--- config.mk ---
export PLATFORM = sky130hd
export DESIGN_NAME = alaw_nearest_codec
export DESIGN_NICKNAME = d
export VERILOG_FILES = /design/src/design/anc_pkg.sv /design/src/design/alaw_nearest_codec.sv /design/src/design/anc_encoder.sv
export VERILOG_INCLUDE_DIRS = /design/src /design/src/design
export SDC_FILE = /design/constraint.sdc
export NUM_CORES = 1
export LEC_CHECK = 0
export BUFFER_PORTS_ARGS = -buffer_cell sky130_fd_sc_hd__buf_2
export CORE_MARGIN = 2
export CORE_UTILIZATION = 55
export DETAILED_ROUTE_END_ITERATION = 12
export HOLD_SLACK_MARGIN = 0.05
export PLACE_DENSITY_LB_ADDON = 0.05
export SLEW_MARGIN = 15
export SYNTH_ARGS = -nofsm -noshare
export SYNTH_HDL_FRONTEND = slang
export SYNTH_SLANG_ARGS = --single-unit
--- constraint.sdc ---
create_clock -name clk -period 25.2 [get_ports clk]
set_input_delay 3.78 -clock clk [delete_from_list [all_inputs] [get_ports clk]]
set_output_delay 3.78 -clock clk [all_outputs]
set_load 0.1 [all_outputs]
--- src/design/assert_macros.svh ---
// Assertion macros for the codec RTL.
`ifndef ASSERT_MACROS_SVH
`define ASSERT_MACROS_SVH

// Same-cycle implication, disabled while reset is asserted.
`define ASSERT_IMPLIES(label, clk, rst_n, ante, cons) \
  label: assert property (@(posedge clk) disable iff (!rst_n) (ante) |-> (cons)) \
    else $error("assertion failed");

// Next-cycle implication, disabled while reset is asserted.
`define ASSERT_NEXT(label, clk, rst_n, ante, cons) \
  label: assert property (@(posedge clk) disable iff (!rst_n) (ante) |=> (cons)) \
    else $error("assertion failed");

`endif

--- src/design/anc_pkg.sv ---
// Shared types, constants and level functions of the A-law codec.
package anc_pkg;

  // Command codes
  localparam logic CMD_DECODE = 1'b0;
  localparam logic CMD_ENCODE = 1'b1;

  // Even-bit inversion applied to every code
  localparam logic [7:0] INV_MASK = 8'h55;

  // Magnitude biases for segment zero and for the upper segments
  localparam logic [14:0] SEG0_BIAS = 15'h008;
  localparam logic [14:0] SEG_BIAS  = 15'h108;

  typedef struct packed {
    logic               command;
    logic        [7:0]  code_in;
    logic signed [15:0] sample_in;
  } anc_in_t;

  typedef struct packed {
    logic        [7:0]  code_out;
    logic signed [15:0] level_out;
  } anc_out_t;

  // Magnitude of an inverted code's low seven bits (segment, mantissa)
  function automatic logic [14:0] anc_mag(input logic [6:0] a);
    logic [2:0]  seg;
    logic [14:0] base;
    seg  = a[6:4];
    base = {7'd0, a[3:0], 4'd0};
    if (seg == 3'd0) begin
      anc_mag = base + SEG0_BIAS;
    end else begin
      anc_mag = (base + SEG_BIAS) << (seg - 3'd1);
    end
  endfunction

  // Signed linear level of a code byte
  function automatic logic signed [15:0] anc_expand(input logic [7:0] code);
    logic [7:0]  a;
    logic [15:0] lvl;
    a   = code ^ INV_MASK;
    lvl = {1'b0, anc_mag(a[6:0])};
    anc_expand = a[7] ? lvl : (16'd0 - lvl);
  endfunction

endpackage

--- src/design/alaw_nearest_codec.sv ---
// Top level of the A-law codec: input register, decode/encode logic, result register.
//
//  channel  | handshake               | payload
//  ---------+-------------------------+--------------------------------------
//  input    | start, busy (always 0)  | in_item  : command, code_in, sample_in
//  result   | out_strobe (one cycle)  | out_item : code_out, level_out
//
// One item per cycle; an accepted item passes through the input register, the search
// logic and the result register before it is strobed out.
// Synchronous active-low reset clears both valid flags; payloads are not reset.
// The result side cannot stall, so busy never rises and nothing is held back.
module alaw_nearest_codec import anc_pkg::*; (
  input  logic     clk,
  input  logic     rst_n,
  input  logic     start,
  output logic     busy,
  input  anc_in_t  in_item,
  output logic     out_strobe,
  output anc_out_t out_item
);

`include "assert_macros.svh"

  logic     in_vld_r;
  logic     in_vld_nxt;
  anc_in_t  in_item_r;
  logic     out_strobe_r;
  anc_out_t out_item_r;
  anc_out_t out_item_nxt;
  anc_out_t enc_result;
  logic     accept;

  assign busy   = 1'b0;
  assign accept = start && !busy;

  // Input register
  assign in_vld_nxt = accept;

  always_ff @(posedge clk) begin
    if (!rst_n) begin
      in_vld_r <= 1'b0;
    end else begin
      in_vld_r <= in_vld_nxt;
    end
  end

  always_ff @(posedge clk) begin
    if (accept) begin
      in_item_r <= in_item;
    end
  end

  // Nearest-code search
  anc_encoder u_encoder (
    .sample (in_item_r.sample_in),
    .result (enc_result)
  );

  // Decode echoes the code; encode takes the search result
  always_comb begin
    if (in_item_r.command == CMD_ENCODE) begin
      out_item_nxt = enc_result;
    end else begin
      out_item_nxt.code_out  = in_item_r.code_in;
      out_item_nxt.level_out = anc_expand(in_item_r.code_in);
    end
  end

  // Result register
  always_ff @(posedge clk) begin
    if (!rst_n) begin
      out_strobe_r <= 1'b0;
    end else begin
      out_strobe_r <= in_vld_r;
    end
  end

  always_ff @(posedge clk) begin
    if (in_vld_r) begin
      out_item_r <= out_item_nxt;
    end
  end

  assign out_strobe = out_strobe_r;
  assign out_item   = out_item_r;

  // Every accepted item is held in the input register the next cycle
  `ASSERT_NEXT(a_in_hold, clk, rst_n, accept, in_vld_r)
  // A held input item is strobed out the next cycle
  `ASSERT_NEXT(a_latency, clk, rst_n, in_vld_r, out_strobe_r)
  // A result only follows a held input item
  `ASSERT_NEXT(a_no_phantom, clk, rst_n, !in_vld_r, !out_strobe_r)
  // Decode echoes the held code
  `ASSERT_NEXT(a_decode_echo, clk, rst_n,
    in_vld_r && (in_item_r.command == CMD_DECODE),
    out_item_r.code_out == $past(in_item_r.code_in))
  // Encode of a non-negative sample yields a positive level
  `ASSERT_NEXT(a_encode_sign, clk, rst_n,
    in_vld_r && (in_item_r.command == CMD_ENCODE) && !in_item_r.sample_in[15],
    !out_item_r.level_out[15])

endmodule

--- src/design/anc_encoder.sv ---
// Nearest-code search: clamp, segment priority, two-candidate compare.
module anc_encoder import anc_pkg::*; (
  input  logic signed [15:0] sample,
  output anc_out_t           result
);

  localparam logic signed [15:0] FULL_SCALE = 16'sd32256;

  // First level of each segment
  localparam logic [14:0] SEG_BASE [8] = '{
    15'd8, 15'd264, 15'd528, 15'd1056, 15'd2112, 15'd4224, 15'd8448, 15'd16896
  };

  logic signed [15:0] clamped;
  logic               pos;
  logic [14:0]        x;
  logic [2:0]         seg;
  logic               below;
  logic [3:0]         sh;
  logic [14:0]        diff;
  logic [14:0]        m_raw;
  logic [3:0]         m;
  logic [6:0]         lo_idx;
  logic [6:0]         hi_idx;
  logic               has_hi;
  logic [14:0]        lo_mag;
  logic [14:0]        hi_mag;
  logic [14:0]        d_lo;
  logic [14:0]        d_hi;
  logic [7:0]         code_lo;
  logic [7:0]         code_hi;
  logic               pick_hi;
  logic [14:0]        mag;
  logic [15:0]        lvl;

  // Clamp to full scale, split into sign and magnitude; zero counts as positive
  always_comb begin
    if (sample > FULL_SCALE) begin
      clamped = FULL_SCALE;
    end else if (sample < -FULL_SCALE) begin
      clamped = -FULL_SCALE;
    end else begin
      clamped = sample;
    end
    pos = !clamped[15];
    x   = pos ? clamped[14:0] : 15'(16'd0 - clamped);
  end

  // Segment priority: highest segment whose first level is not above x
  always_comb begin
    seg = 3'd0;
    for (int k = 1; k < 8; k++) begin
      if (x >= SEG_BASE[k]) begin
        seg = 3'(k);
      end
    end
    below = (x < SEG_BASE[0]);
  end

  // Mantissa of the level at or below x; gap above a segment's last level clamps
  always_comb begin
    sh    = (seg == 3'd0) ? 4'd4 : ({1'b0, seg} + 4'd3);
    diff  = x - SEG_BASE[seg];
    m_raw = diff >> sh;
    m     = (m_raw > 15'd15) ? 4'd15 : m_raw[3:0];
  end

  // Candidates on either side of x
  always_comb begin
    lo_idx  = below ? 7'd0 : {seg, m};
    hi_idx  = lo_idx + 7'd1;
    has_hi  = !below && (lo_idx != 7'h7F);
    lo_mag  = anc_mag(lo_idx);
    hi_mag  = anc_mag(hi_idx);
    d_lo    = x - lo_mag;
    d_hi    = hi_mag - x;
    code_lo = {pos, lo_idx} ^ INV_MASK;
    code_hi = {pos, hi_idx} ^ INV_MASK;
    // nearer wins; equal distance goes to the lower code number
    pick_hi = has_hi && ((d_hi < d_lo) || ((d_hi == d_lo) && (code_hi < code_lo)));
  end

  // Result from the chosen candidate
  always_comb begin
    mag              = pick_hi ? hi_mag : lo_mag;
    lvl              = {1'b0, mag};
    result.code_out  = pick_hi ? code_hi : code_lo;
    result.level_out = pos ? lvl : (16'd0 - lvl);
  end

endmodule
**After elaboration in Yosys (flattened, before gate mapping)**

Memory sizes are Yosys's and may differ from the RTL's.
Cells that the tools add are included.
Widths: inputs -> output; s select.

- Bitwise operators: 4
- Mux-type cells: 24
- Add/subtract/negate cells: 17
- Reductions and logical operators: 10
- $lt $le $gt $ge: 14
- Shift operators: 4
- Equal/unequal tests: 2

Operator list:

| operator | count |
|---|---|
| $mux 15 | 8 |
| $mux 16 | 4 |
| $sub 15x15->15 | 3 |
| $sub 1x15->16 const A | 2 |
| $add 8x9->10 const B | 3 |
| $shl 15x3->15 | 2 |
| $add 8x4->9 const B | 3 |
| $mux 24 | 1 |
| $gt 16x16->1 const B | 1 |
| $lt 16x16->1 const B | 1 |
| $eq 15x15->1 | 1 |
| $ge 15x10->1 const B | 1 |
| $ge 15x11->1 const B | 1 |
| $ge 15x12->1 const B | 1 |
| $ge 15x13->1 const B | 1 |
| $ge 15x14->1 const B | 1 |
| $ge 15x15->1 const B | 1 |
| $ge 15x9->1 const B | 1 |
| $gt 15x4->1 const B | 1 |
| $lt 15x15->1 | 1 |
| $lt 15x4->1 const B | 1 |
| $shl 10x3->15 | 1 |
| $shr 15x4->15 | 1 |
| $sub 1x15->15 const A | 1 |
| 17 further kinds | 33 |

- Memory bits (read-only): 120
- Memories: 1
- Register bits after elaboration: 51
- Output and inout bits: 26
- Logic and storage cells: 83
- Input port bits: 28

Memory list:

| memory | words | width | read ports | clocked after Yosys merged registers in | write ports | RTL line | source |
|---|---|---|---|---|---|---|---|
| (name not given) | 8 | 15 | 1 | 0 | 0 | anc_encoder.sv:63 | `diff = x - SEG_BASE[seg];` |

**Depth between registers and ports, before layout**

Gate-level depths: netlist of run 1.

- Word-level depth: 35
- Mapped depth: 75
- Depth with buffers taken out: 70

**Cells and area by module**

Synthesis of run 1 repeated with hierarchy kept, for this count alone.

- Cells, all modules: 979
- Area total of the unflattened synthesis: 7847.5 sq um

By module, submodules not included:

| module | sequential area each (sq um) | cells an instance | instances | area each (sq um) |
|---|---|---|---|---|
| anc_encoder | 0.0 | 765 | 1 | 5278.8 |
| alaw_nearest_codec | 1511.4 | 214 | 1 | 2568.7 |

**Least setup slack after synthesis of run 1**

OpenSTA, ideal clock, no wires.

- Path kind: register to register
- From: reg in_item_r[12] (netlist name)
- To: reg out_item_r (netlist bit out_item[11]) (data pin)
- Data required time: 24930 ps
- Setup time: 270 ps
- Arrival: 13955 ps
- Clock period less this slack: 14224 ps
- Stages on the path, launching flop included: 72
- Path buffers: 6
- Path slack: 10976 ps
- Cell sequence: edfxtp_1 -> nor4_1 -> nand2_1 -> nand2_1 -> ha_1 -> clkbuf_1 -> a21oi_1 -> nand2_1 -> ha_1 -> and3_1 -> a31o_2 -> and3_1 -> or2_2 -> buf_2 -> a31oi_1 -> nor2_1 -> clkbuf_1 -> or3_1 -> [... 36 more ...] -> xnor2_1 -> ha_1 -> nand3_1 -> nor4_1 -> nand2_1 -> nor2_1 -> o221a_1 -> a211oi_1 -> o21ai_1 -> nand2_1 -> buf_2 -> buf_1 -> o21ai_0 -> ha_1 -> inv_1 -> o31ai_1 -> xor2_1 -> a21oi_1

RTL lines:

| element | RTL line | source |
|---|---|---|
| from (decl) | alaw_nearest_codec.sv:26 | `anc_in_t in_item_r;` |
| from (signal assigned) | alaw_nearest_codec.sv:49 | `in_item_r <= in_item;` |
| to (signal assigned) | alaw_nearest_codec.sv:80 | `out_item_r <= out_item_nxt;` |
| to (decl) | alaw_nearest_codec.sv:28 | `anc_out_t out_item_r;` |

==> results of run 1 <==
## final cells by class
type	count	area, um2
multi-input combinational	783	5430
fill	1189	5020
sequential	48	1420
timing repair buffer	53	275
tap	172	215
inverter	45	169
clock buffer	5	125
clock inverter	3	68.8
## stage by stage
step	area [um2]	instances	hold slack [ps]	worst slack (ps)	util (%)
after floorplan	7210	916	601	10980	-
after global placement	7510	1101	690	9230	59.0
after detailed placement	7510	1101	709	8660	59.0
after CTS	7710	1109	719	8590	60.6
after global routing	7710	1109	747	6860	60.6
final	7710	1109	730	8190	60.6
## Yosys cell counts (all sizes together) (23+ instances only)
| cell | n | area share (%) |
|---|---|---|
| nor2 | 84 | 4.7 |
| xnor2 | 23 | 2.8 |
| o21ai | 55 | 3.9 |
| ha | 63 | 11 |
| nand2 | 86 | 4.5 |
| inv | 45 | 2.3 |
| or2 | 23 | 2.0 |
| clkbuf | 26 | 1.4 |
| a21oi | 71 | 5.1 |
| nor3 | 41 | 3.0 |
| o21a | 26 | 2.7 |
| edfxtp | 46 | 19 |
## cells in the final DEF, fill, tap and decap left out, drive strengths merged, types with 23 or more instances in the layout
| master | instances |
|---|---|
| o21a | 26 |
| inv | 46 |
| ha | 63 |
| buf | 53 |
| o21ai | 55 |
| or2 | 23 |
| nor2 | 84 |
| edfxtp | 46 |
| nor3 | 41 |
| a21oi | 71 |
| nand2 | 86 |
| xnor2 | 23 |
## cells by family (layout without fill, tap and decap cells)
logic type / after synthesis / in the layout / synth area share [%]
fa+ha+maj: 64 / 64 / 11.2
xor+xnor: 38 / 38 / 4.62
mux: 27 / 27 / 4.14
flops: 48 / 48 / 19.7
other cells: 1 / 4 / 0.0521
compound gates: 306 / 306 / 30.1
simple gates: 344 / 344 / 25.1
buf+inv: 85 / 106 / 4.94
## state kept, by name, indices dropped and copies added, names as in the netlist
name,cells
out_item,21
in_item_r,25
out_strobe,1
in_vld_r,1
## metal layers
layer,global-route usage [%],vias up
li1,-,3500
met1,42.1,3478
met2,49.2,443
met3,4.30,64
met4,11.3,0
met5,0,-
## worst paths after layout
kind | endpoint | slack, ps
max | out_item[11] | 8190
min | out_item[16] | 730
max reg2reg | out_item[11] | 8190
min reg2reg | out_item[16] | 730
## critical path, delay by kind of cell, from the launching register on
| family | cells | cell delay [ps] |
|---|---|---|
| flops | 1 | 490 |
| simple gates | 21 | 4610 |
| buf+inv | 5 | 610 |
| mux | 1 | 210 |
| compound gates | 29 | 7230 |
| xor+xnor | 2 | 270 |
| fa+ha+maj | 10 | 3300 |
==> results.cfg, run 1 <==
[status]
outcome = finished, final reports clean

[timing]
fin_crit_ps = 17010
rsz0062_at_grt = no
final_max_slew_viol_count = 0
final_hold_viol_count = 0
max_freq_mhz = 58.8
worst_slew_pin_slew_ps = 1000
setup_tns_ps = 0
setup_violations = 0
fin_crit_sh_pct = 67.5
slew_headroom_pct = 33.4
finClkSkew_ps = 13.1

[worst_setup_path]
cp_slowest_cell = nor4_1
slowest_delay_ps = 640
rr_startpoint = in_item_r[12]
r2r_cells = 68
cp_max_fo = 26
critPathCaptureType = flop
startpoint = in_item_r[12]
path_class = reg -> reg
crit_top_cell = o21a_1
worstSetupStartpointType = flop
arrival_ps = 17050
critical_path_required_ps = 25240

[detailed_routing]
first_pass_iters = 5
wl_met3_mm = 1.87
wl_mm = 22.0
ant_nets = 0
vias = 7485
dr_wl_met2_mm = 10.1
dr.max_layer_used = met4
initialDrtViolationCount = 979
avgRoutedWirePerCell_um = 19.8
met1_length_mm = 9.39
drc = 0
vias_per_cell = 6.75

[worst_hold_path]
whs_path_depth = 1
hp-start = in_item_r[16]
hold_class = reg -> reg

[clocking]
cts_tree = done
worstSkewPairLatency_ps = 300
numCtsBuffers = 5
clock_sinks = 48
path_clk_slew_ps = 70
ctsHoldBuffers = 0
cts-htree-levels = 2
post_cts_buffers = 0
ctsResizeCount = 0
clockBufferDepth = 2
root_buffer = clkbuf_16

[floorplan]
initial_utilization_pct = 56.6
rows = 41
die_y_um = 118
design.die.area_mm2 = 0.0140
die_w_um = 118
ios = 54
core_mm2 = 0.0127

[grt]
grt_pass1_wl_mm = 35.3
grt_use_total_pct = 30.7
overflow = 0
grt_max_degree = 42
antenna_found_initial = 0
grt_pass1_vias = 6943

[yosys]
yosysSeqAreaShare_pct = 19.7
yosys.cell_types.count = 102
syn_avg_cell_area_um2 = 7.88
postSynthCellCount = 913
synth_edf_count = 46
async_flop_share_pct = 0
synth_seq_cells = 48
ys_warn_count = 0
syn-cell-area_mm2 = 0.00720
synthFlopType = edfxtp_1

[flow_run]
cap_violations = 0

[finish]
nets = 1028
num_antenna_cells = 0
syn_to_final_growth_pct = 7.08
drive_above_1_share_pct = 13.7

[placement]
post-dp-hpwl_mm = 17.3
numPortBuffers = 49
gp_congestion = 0.988
Power of run 1 is left out: the tool's default activity adds up to more than one toggle a clock period on the data nets, which glitch-free logic cannot reach.
==> inputs of run 2 (changes only) <==
clock period = 16 ns   (was 25.2 ns; I/O delays follow)
==> results.cfg, run 2 (synthesized netlist as in run 1, its figures left out) <==
[timing]
fin_crit_ps = 15130
worst_slew_pin_slew_ps = 1020
fin_crit_sh_pct = 94.5
final_hold_viol_count = 0
final_max_slew_viol_count = 0
max_freq_mhz = 66.1
finClkSkew_ps = 13.3
setup_violations = 0
slew_headroom_pct = 32.2
worst_slack_ps = 873

[placement]
gp_congestion = 1.01
post-dp-hpwl_mm = 17.3
dp_slack_ps = 86.0
numPortBuffers = 49
dpl_cell_area_mm2 = 0.00756

[finish]
nets = 1043
final_cell_mix = nand2_1, nor2_1, a21oi_1
nFillCells = 1153
syn_to_final_growth_pct = 9.98
largest-register = in_item_r
drive_above_1_share_pct = 17.0
num_antenna_cells = 0
post-route-util_pct = 62.2
design_area_mm2 = 0.00792
final_common_cell = nand2_1
largest_reg_flops = 25

[worst_setup_path]
path_class = reg -> reg
arrival_ps = 15150
cp_max_fo = 13
crit_top_cell = o21a_1
critical_path_required_ps = 16030
slowest_delay_ps = 660
worstSetupStartpointType = flop
critPathCaptureType = flop
cp_slowest_cell = a2111oi_0

[detailed_routing]
vias_per_cell = 6.66
ant_nets = 0
avgRoutedWirePerCell_um = 19.9
drc = 0
wl_mm = 22.3
vias = 7483
initialDrtViolationCount = 899
first_pass_iters = 6

[floorplan]
core_mm2 = 0.0127
design.die.area_mm2 = 0.0140
initial_utilization_pct = 56.6
die_y_um = 118
ios = 54
die_w_um = 118
rows = 41

[clocking]
clock_sinks = 48
numCtsBuffers = 5
root_buffer = clkbuf_16
cts-htree-levels = 2
clockBufferDepth = 2
path_clk_slew_ps = 70
worstSkewPairLatency_ps = 300
cts_tree = done

[grt]
grt_max_degree = 42
grt_pass1_vias = 6901
overflow = 0
grt_pass1_wl_mm = 35.4
antenna_found_initial = 1
grt_use_total_pct = 30.6

[flow_run]
cap_violations = 0

[worst_hold_path]
hold_class = reg -> reg

[status]
outcome = finished, final reports clean
==> run 2: cell count changes in the layout (fill, tap and decap cells not counted), moves of 3 or more <==
cell and delta:
buf_4 +15, ha_1 -3, ha_2 +3, nor4_1 -3
==> run 2: final timing paths <==
check,start,to,slack (ps),cells past startpoint
setup / recovery,in_item_r[12],out_item[11],870,70
hold / removal,in_item_r[21],out_item[21],710,2
setup reg to reg,in_item_r[12],out_item[11],870,70
hold reg to reg,in_item_r[21],out_item[21],710,2
==> run 2: cell type report <==
cell class                 instances  area (um2)  area share (%)
clock inverter                     3        46.3           0.585
inverter                          45         169            2.13
multi-input combinational        783        5550            70.1
timing repair buffer              68         388            4.90
tap                              172         215            2.72
sequential                        48        1420            18.0
clock buffer                       5         125            1.58
==> run 2: timing repair <==
action / in CTS / in global routing
buffers inserted: 0 / 8
gates resized for setup: 0 / 25
hold buffers: 0 / 0
setup endpoints to repair: 0 / 20
==> run 2: per-layer routing <==
layer  GRT usage [%]  routed length [um]
met5               0                  13
met4            9.08                 510
met3            4.30                1650
met2            51.2               10600
met1            41.1                9580
==> run 2: critical path, delay by kind of cell, from the launching register on <==
kind | cells | cell delay, ps
AO/OA/AOI/OAI | 30 | 6410
multiplexers | 1 | 340
flip-flops | 1 | 500
adder cells (fa/ha/maj) | 10 | 2950
buffers and inverters | 6 | 760
XOR/XNOR | 2 | 270
AND/OR/NAND/NOR | 21 | 3620
==> run 2: metrics by stage <==
stage | TNS (ps) | hold WS [ps] | std cells
2_1_floorplan | 0 | 601 | 916
3_3_place_gp | 0 | 698 | 1108
3_5_place_dp | 0 | 678 | 1108
4_1_cts | 0 | 694 | 1116
5_1_grt | -61.0 | 721 | 1124
6_report | 0 | 714 | 1124
Power of run 2 is left out for the same reason.
==> inputs of run 3 (changes only) <==
CORE_MARGIN = 1   (was 2)
==> results.cfg, run 3 (synthesized netlist as in run 1, its figures left out) <==
[status]
outcome = finished, final reports clean

[timing]
setup_violations = 0
final_max_slew_viol_count = 0
slew_headroom_pct = 34.5
final_hold_viol_count = 0
finClkSkew_ps = 12.6
fin_crit_ps = 15020
max_freq_mhz = 66.6
worst_slew_pin_slew_ps = 982
fin_crit_sh_pct = 93.9

[placement]
gp_congestion = 0.987
post-dp-hpwl_mm = 17.1
dpl_cell_area_mm2 = 0.00757
numPortBuffers = 49

[clocking]
cts-htree-levels = 2
clock_sinks = 48
cts_tree = done
path_clk_slew_ps = 70
worstSkewPairLatency_ps = 300
numCtsBuffers = 5
clockBufferDepth = 2
ctsHoldBuffers = 0
root_buffer = clkbuf_16

[detailed_routing]
initialDrtViolationCount = 776
vias = 7436
vias_per_cell = 6.62
avgRoutedWirePerCell_um = 19.0
wl_mm = 21.3
drc = 0
first_pass_iters = 5
ant_nets = 0

[grt]
overflow = 0
grtUsageMet1_pct = 42.0
antenna_found_initial = 0
met3_usage_pct = 4.57
grt_busiest_layer = met2
grt_use_met2_pct = 51.8
grt_pass1_wl_mm = 33.6
grt_use_total_pct = 31.9
grt_max_degree = 42
grt_pass1_vias = 6753

[finish]
design_area_mm2 = 0.00789
num_antenna_cells = 0
largest_reg_flops = 25
syn_to_final_growth_pct = 9.56
multi_input_area_mm2 = 0.00553
regArea_mm2 = 0.00142
final_common_cell = nand2_1
nets = 1042
final_cell_mix = nand2_1, nor2_1, a21oi_1
drive_above_1_share_pct = 16.5
largest-register = in_item_r
nFillCells = 1103

[worst_hold_path]
hold_class = reg -> reg

[worst_setup_path]
cp_slowest_cell = nor3_1
path_class = reg -> reg
critical_path_required_ps = 16030
arrival_ps = 15060
crit_top_cell = o21a_1
rrSetupSlack_ps = 980
cp_max_fo = 13
worstSetupStartpointType = flop
critPathCaptureType = flop
slowest_delay_ps = 600

[floorplan]
core_mm2 = 0.0127
initial_utilization_pct = 56.8
rows = 41
die_y_um = 116
ios = 54
die_w_um = 116
design.die.area_mm2 = 0.0135

[flow_run]
cap_violations = 0
## run 3: timing repair
| item | 4_1_cts | 5_1_grt |
|---|---|---|
| setup buffers | 0 | 6 |
| gates resized for setup | 0 | 22 |
| setup endpoints to repair | 0 | 20 |
## run 3: final cells by class
class / count / share of cell area [%]
clock buffers: 5 / 1.59
clock inverters: 3 / 0.587
inverters: 45 / 2.14
multi-input cells: 783 / 70.1
flip-flops and latches: 48 / 18.0
well taps: 172 / 2.73
repair buffers: 67 / 4.82
## run 3: worst paths after layout
kind	startpoint	to	cells past startpoint
worst max-delay path	in_item_r[12]	out_item[11]	65
worst min-delay path	in_item_r[18]	out_item[18]	1
worst max register to register	in_item_r[12]	out_item[11]	65
worst min register to register	in_item_r[18]	out_item[18]	1
## run 3: stage by stage
| stage | TNS (ps) | hold WS [ps] | worst slack, ps | utilization (%) | instances |
|---|---|---|---|---|---|
| after floorplan | 0 | 601 | 1780 | - | 916 |
| after global placement | 0 | 708 | 810 | 59.8 | 1109 |
| after detailed placement | 0 | 679 | 167 | 59.8 | 1109 |
| after CTS | 0 | 693 | 110 | 61.1 | 1117 |
| after global routing | -51.8 | 736 | -51.2 | 62.2 | 1123 |
| final | 0 | 703 | 976 | 62.2 | 1123 |
## run 3: layer usage
metal / vias up / share of wire, %
li1: 3532 / -
met4: 0 / 4.2
met1: 3396 / 42
met5: - / 0
met3: 82 / 8.7
met2: 426 / 45
## run 3: worst max-delay path: cells and delay by family (launching register included)
family	cells	cell delay, ps
adders and majority gates	9	3060
buffers and inverters	6	830
DFF	1	500
and+or+nand+nor	22	4050
muxes	1	410
xor gates and xnor gates	2	260
AOI/OAI and AO/OA	25	5620
Power of run 3 is left out for the same reason.
